`src/hdl/rmst_pkg.sv`:
```
// ----------------------------------------------------------------------------
// rmst_pkg
// Shared constants and controller/datapath interface types for the
// range-minimum segment tree.
// ----------------------------------------------------------------------------
package rmst_pkg;

  localparam int TREE_LEVELS = 10;
  localparam int LEAF_COUNT  = 1 << TREE_LEVELS;
  localparam int NODE_AW     = TREE_LEVELS + 1;
  localparam int POS_W       = 11;
  localparam int VAL_W       = 60;
  localparam int CW          = ((POS_W > NODE_AW) ? POS_W : NODE_AW) + 1;

  localparam logic [VAL_W-1:0] EMPTY_MIN = 60'd1000000000000000000;
  localparam logic [CW-1:0]    LEAF_CW   = CW'(LEAF_COUNT);

  localparam logic CMD_UPDATE = 1'b0;
  localparam logic CMD_QUERY  = 1'b1;

  typedef struct packed {
    logic clr_step;
    logic load;
    logic q_left;
    logic q_right;
    logic q_shift;
    logic u_leaf;
    logic u_anc;
    logic emit;
  } dp_cmd_t;

  typedef struct packed {
    logic clr_last;
    logic in_query;
    logic in_upd_ok;
    logic lr_lt;
    logic u_top;
  } dp_stat_t;

endpackage

```
`src/hdl/rmst_ctrl.sv`:
```
// ----------------------------------------------------------------------------
// rmst_ctrl
// Controller: clearing pass, query level sequencing and update ancestor walk.
// ----------------------------------------------------------------------------
module rmst_ctrl (
  input  logic                clk,
  input  logic                rst_n,
  input  logic                start,
  output logic                busy,
  input  rmst_pkg::dp_stat_t  stat,
  output rmst_pkg::dp_cmd_t   cmd
);

  typedef enum logic [2:0] {
    S_CLR,
    S_IDLE,
    S_Q_L,
    S_Q_R,
    S_Q_S,
    S_U_LEAF,
    S_U_ANC
  } state_t;

  state_t state_r, state_nxt;
  logic   busy_r, busy_nxt;

  always_comb begin
    state_nxt = state_r;
    cmd       = '0;
    case (state_r)
      S_CLR: begin
        cmd.clr_step = 1'b1;
        if (stat.clr_last) begin
          state_nxt = S_IDLE;
        end
      end
      S_IDLE: begin
        if (start) begin
          cmd.load = 1'b1;
          if (stat.in_query) begin
            state_nxt = S_Q_L;
          end else if (stat.in_upd_ok) begin
            state_nxt = S_U_LEAF;
          end
        end
      end
      S_Q_L: begin
        if (stat.lr_lt) begin
          cmd.q_left = 1'b1;
          state_nxt  = S_Q_R;
        end else begin
          cmd.emit  = 1'b1;
          state_nxt = S_IDLE;
        end
      end
      S_Q_R: begin
        cmd.q_right = 1'b1;
        state_nxt   = S_Q_S;
      end
      S_Q_S: begin
        cmd.q_shift = 1'b1;
        state_nxt   = S_Q_L;
      end
      S_U_LEAF: begin
        cmd.u_leaf = 1'b1;
        state_nxt  = S_U_ANC;
      end
      S_U_ANC: begin
        cmd.u_anc = 1'b1;
        if (stat.u_top) begin
          state_nxt = S_IDLE;
        end
      end
      default: begin
        state_nxt = S_IDLE;
      end
    endcase
    busy_nxt = (state_nxt != S_IDLE);
  end

  always_ff @(posedge clk) begin
    if (!rst_n) begin
      state_r <= S_CLR;
      busy_r  <= 1'b1;
    end else begin
      state_r <= state_nxt;
      busy_r  <= busy_nxt;
    end
  end

  assign busy = busy_r;

endmodule

```
`config.mk`:
```
export PLATFORM = sky130hd
export DESIGN_NAME = rmst_ctrl
export DESIGN_NICKNAME = d
export VERILOG_FILES = /design/src/hdl/rmst_pkg.sv /design/src/hdl/rmst_ctrl.sv
export SDC_FILE = /design/constraint.sdc
export NUM_CORES = 1
export LEC_CHECK = 0
export BUFFER_PORTS_ARGS = -buffer_cell sky130_fd_sc_hd__buf_2
export CAP_MARGIN = 20
export CORE_AREA = 4 4 41 43
export DETAILED_ROUTE_END_ITERATION = 10
export DIE_AREA = 0 0 45 47
export PLACE_DENSITY = 0.41
export REMOVE_ABC_BUFFERS = 1
export SKIP_CTS_REPAIR_TIMING = 1
export SYNTH_ARGS = -nofsm -noshare
export SYNTH_HDL_FRONTEND = slang
export SYNTH_SLANG_ARGS = --single-unit
```
`constraint.sdc`:
```
create_clock -name clk -period 3.1 [get_ports clk]
set_clock_uncertainty 0.15 [all_clocks]
set_input_delay 0.155 -clock clk [delete_from_list [all_inputs] [get_ports clk]]
set_output_delay 0.155 -clock clk [all_outputs]
set_load 0.01 [all_outputs]
```
==> impl_results.md, run 1 <==
- CP max stage delay: 0.51 ns
- Pwr dens: 439.6 nW/µm²
- Antenna fix cells: 0
- Worst slew margin: 77.53%
- CTS root buf: clkbuf_4
- Initial antenna violation count: 0
- Fin. Hold Viols: 0
- Routed Wire Length: 710 µm
- TritonCTS clock tree: built
- Synthesis-to-finish area growth: 35.24%
- Leak pwr: 0.1853 nW
- CP endpoint kind: output port
- FP Rows: 13
- PnR Total Power: 168.9 µW
- WP buf/inv: 1
- Via density per instance: 4.537
- Library cells used by synthesis: 21
- First-pass iteration count of the detailed router: 2
- Share of cells above drive strength 1: 44.23%
- H-tree depth: 1
- Reg2reg setup slack: 1.71 ns
- Largest net degree at the start of global routing: 12
- Unrepaired setup endpoints after global routing: false
- Buffer levels on the longest clock path: 2
- Post-route setup TNS: 0 ns
- Die Y: 47 µm
- WL/cell: 10.60 µm
- Post-synthesis sequential area ratio: 28.19%
- Worst Max-Slew Pin Slew: 0.3366 ns
- R2r worst-path depth: 4
- Num ports: 17
- Initial Util: 21.83%
- Fmax: 596.5 MHz
- Commonest non-fill, non-tap cells in the layout: buf_2, nor3_1, dfxtp_1
- Worst R2R End: busy$_SDFF_PN1_
- Syn_area_per_cell: 7.890 µm²
- Critical-path top delay cell: dfxtp_1
- Via count: 304
- Clk slew on worst S/H paths: 0.04 ns
- Crit path max fanout: 11
- Hpwl dp: 560.9 µm
- Initial drt markers: 3
- Hold endpoint: state_r[1]$_SDFF_PN0_
- Cts bufs inserted: 3
- Status: finished, final reports clean
- Die Wd: 45 µm
- First-pass GRT wire length: 1131 µm
- Startpoint Class: flip-flop
- Mapped Cells: 36
- Gr ovfl total: 0
- Gp weighted congestion: 0.6312
- Synthesized flop and latch total: 4
- DR DRC count: 0
- WP data required: 2.79 ns
- Cells along the critical path: nor2b_1, nor3b_1, buf_2
- Hold Path Class: input pin to flip-flop
- Vias in the first global route: 277
- Final worst-path cycle share: 54.07%
- Hold-critical path depth: 2
- Crit Path Category: flip-flop to output port
- Reg-to-Reg Start: state_r[0]$_SDFF_PN0_
- Top delay family on crit path: flip-flops
- Period minus WS final: 1.676 ns
- Clock sinks: 4
- Port Buffers: 16
- Yosys warnings: 0
- Synth Cell Area: 284.0 µm²
- GRT Resource Usage Total: 7.735%
- Final-stage net count: 62
- Worst-Skew Late Latency: 0.23 ns
- Most common cell after layout, fill and taps aside: buf_2
- Post-DRT Antenna Nets: 0
- Final Max Tran Viols: 0
- Max Cap Viol: 0
- Core ar.: 1301 µm²
- # setup viols final: 0
- Hold path startpoint: rst_n
- Die footprint: 2115 µm²
- Max VDD drop: 0.1135 mV
- CP arrival: 1.37 ns
-- registers in the layout (all words and copies together) (netlist names) --
signal   cells
state_r      3
busy         1
-- area by class of cell --
| type | instances | area, µm² |
|---|---|---|
| Fill cell | 160 | 917.1 |
| Inverter | 3 | 11.26 |
| Multi-Input combinational cell | 26 | 171.4 |
| Sequential cell | 4 | 80.08 |
| Clock buffer | 3 | 22.52 |
| Tap cell | 15 | 18.77 |
| Timing Repair Buffer | 16 | 80.08 |
-- per-layer routing --
layer | global-route usage, % | vias up | wire length (µm)
li1 | - | 161 | -
met4 | 5.263 | 0 | 0
met5 | 0 | - | 0
met3 | 3.831 | 0 | 53
met1 | 10.43 | 132 | 361
met2 | 9.322 | 11 | 295
-- cell usage after synthesis --
cell / count / area, µm²
nor3b_1: 2 / 15.01
a311o_1: 1 / 10.01
buf_6: 1 / 11.26
and2_2: 1 / 7.510
inv_1: 2 / 7.510
nor3_1: 4 / 20.02
and3_1: 2 / 12.51
a31oi_1: 2 / 12.51
nor2b_1: 3 / 18.77
nand3_1: 2 / 10.01
o22a_1: 1 / 8.760
dfxtp_1: 4 / 80.08
and2_1: 1 / 6.260
o21ai_0: 1 / 5.000
nand2_1: 2 / 7.510
a32oi_2: 1 / 16.27
o31ai_1: 1 / 7.510
a21oi_1: 1 / 5.000
inv_2: 1 / 3.750
and2b_2: 1 / 8.760
buf_2: 2 / 10.01
-- report_power, final --
| part | internal, mW | switching [mW] | leakage, nW | total [mW] |
|---|---|---|---|---|
| logic | 0.0200 | 0.0193 | 0.139 | 0.0393 |
| clock network | 0.0432 | 0.0197 | 0.0138 | 0.0629 |
| registers | 0.0574 | 0.00925 | 0.0329 | 0.0667 |
-- worst max path at each step --
stage,to,startpoint,depth (start not counted),slack [ns]
floorplan,cmd[0],state_r[1]$_SDFF_PN0_,2,1.76
CTS,cmd[0],state_r[1]$_SDFF_PN0_,3,1.40
global placement,busy$_SDFF_PN1_,state_r[0]$_SDFF_PN0_,4,1.66
global route,cmd[0],state_r[1]$_SDFF_PN0_,3,1.33
finish,cmd[0],state_r[1]$_SDFF_PN0_,3,1.42
detailed placement,cmd[0],state_r[1]$_SDFF_PN0_,3,1.66
-- stage by stage --
stage                     utilization [%]  area (µm²)  cells  setup slack, ns  hold slack, ns
after floorplan                         -       262.8     33            1.760          0.1332
after global placement              27.79       361.6     64            1.659          0.2729
after detailed placement            27.79       361.6     64            1.659          0.2717
after CTS                           29.52       384.1     67            1.399         0.02735
after global routing                29.52       384.1     67            1.327         0.04319
final                               29.52       384.1     67            1.424         0.03787
-- kinds of logic (layout without fill, tap and decap cells) --
family / Yosys count / count (layout) / synth area share, %
AND/OR/NAND/NOR: 18 / 18 / 37.45
buffers and inverters: 6 / 22 / 11.45
flip-flops: 4 / 4 / 28.19
AO/OA/AOI/OAI: 8 / 8 / 22.91
Note: power is estimated with default switching activity, not from simulation.
==> inputs of run 2 (changes only) <==
Settings changed: PLACE_DENSITY 0.41 to 0.43.
Clock period 3.1 ns to 1.4 ns, I/O delays scaled along.
==> impl_results.md, run 2 (same netlist as run 1, synthesis figures left out) <==
- # setup viols final: 0
- Fmax: 740.8 MHz
- Hpwl dp: 586.8 µm
- H-tree depth: 1
- Antenna fix cells: 0
- Num ports: 17
- Vias in the first global route: 338
- Post-DRT Antenna Nets: 0
- DR DRC count: 0
- Status: finished, final reports clean
- Die Wd: 45 µm
- Die Y: 47 µm
- Buffer levels on the longest clock path: 2
- Routed Wire Length: 794 µm
- Leak pwr: 0.2268 nW
- Period minus WS final: 1.350 ns
- Initial drt markers: 2
- Crit Path Category: flip-flop to output port
- Clock sinks: 4
- FP Rows: 13
- Port Buffers: 16
- DP Area: 396.6 µm²
- Final-stage net count: 68
- Share of cells above drive strength 1: 58.62%
- Startpoint Class: flip-flop
- Cts bufs inserted: 3
- Via count: 332
- TritonCTS clock tree: built
- Final Max Tran Viols: 0
- Core ar.: 1301 µm²
- Worst Max-Slew Pin Slew: 0.2754 ns
- Crit path max fanout: 8
- Max VDD drop: 0.2397 mV
- Worst slew margin: 81.48%
- First-pass GRT wire length: 1235 µm
- GRT Resource Usage Total: 7.984%
- Fin. Hold Viols: 0
- Via density per instance: 4.548
- Die footprint: 2115 µm²
- Largest net degree at the start of global routing: 12
- Layout fillers: 148
- Worst-Skew Late Latency: 0.23 ns
- CTS root buf: clkbuf_4
- WP data required: 1.18 ns
- Initial Util: 21.83%
- Commonest non-fill, non-tap cells in the layout: buf_2, nor3_1, clkbuf_4, buf_4
- Final instance area: 474.2 µm²
- Most common cell after layout, fill and taps aside: buf_2
- Max FFs per register: 3
- Final worst-path cycle share: 96.42%
- Max Cap Viol: 0
- Synthesis-to-finish area growth: 66.96%
- Final core utilization: 36.44%
- Unrepaired setup endpoints after global routing: true
- WL/cell: 10.88 µm
- First-pass iteration count of the detailed router: 2
- Hold Path Class: input pin to flip-flop
- Clk slew on worst S/H paths: 0.04 ns
- Gp weighted congestion: 0.6720
- Pwr dens: 885.1 nW/µm²
- Initial antenna violation count: 0
- Hold slack: 0.04830 ns
- CP endpoint kind: output port
- CP arrival: 1.13 ns
- Gr ovfl total: 0
- Biggest register: state_r
-- run 2: power breakdown --
part | switching (mW) | internal (mW) | leakage (nW)
Sequential | 0.0140 | 0.127 | 0.0347
Combinational | 0.0614 | 0.0789 | 0.178
Clock | 0.0431 | 0.0956 | 0.0138
-- run 2: cell type report --
cell class	count	area [µm²]	share of cell area (%)
sequential	4	88.84	18.73
tap	15	18.77	3.958
multi-input combinational	26	195.2	41.16
inverter	3	11.26	2.375
timing repair buffer	22	137.6	29.02
clock buffer	3	22.52	4.749
-- run 2: worst paths after layout --
| path | start | slack, ns | cells past startpoint | to |
|---|---|---|---|---|
| setup / recovery | state_r[0]$_SDFF_PN0_ | 0.05 | 4 | cmd[0] |
| hold / removal | stat[3] | 0.05 | 4 | state_r[0]$_SDFF_PN0_ |
| setup reg to reg | state_r[2]$_SDFF_PN0_ | 0.11 | 3 | busy$_SDFF_PN1_ |
| hold reg to reg | state_r[1]$_SDFF_PN0_ | 0.47 | 2 | state_r[1]$_SDFF_PN0_ |
-- run 2: worst max-delay path, cell delays in order (launching register included) --
cell and delay [ns]:
dfxtp_2 0.33, buf_12 0.14, nor2b_4 0.13, nor3b_2 0.16, buf_2 0.14
-- run 2: metal layers --
layer / vias to the layer above / global-route usage (%) / part of all wire (%) / wire length (µm)
met3: 0 / 0.7663 / 7.7 / 61
met1: 147 / 10.02 / 43 / 345
met4: 0 / 7.018 / 0 / 0
li1: 174 / - / - / -
met2: 11 / 12.15 / 49 / 386
met5: - / 0 / 0 / 0
-- run 2: stage by stage --
step / instances / setup slack (ns) / power [mW] / setup TNS, ns
2_1_floorplan: 33 / 0.1429 / 0.1969 / 0
3_3_place_gp: 67 / 0.0003951 / 0.2685 / 0
3_5_place_dp: 67 / 0.02868 / 0.2652 / 0
4_1_cts: 70 / -0.2274 / 0.4093 / -0.7233
5_1_grt: 73 / -0.006434 / 0.4473 / -0.006434
6_report: 73 / 0.05008 / 0.4197 / 0
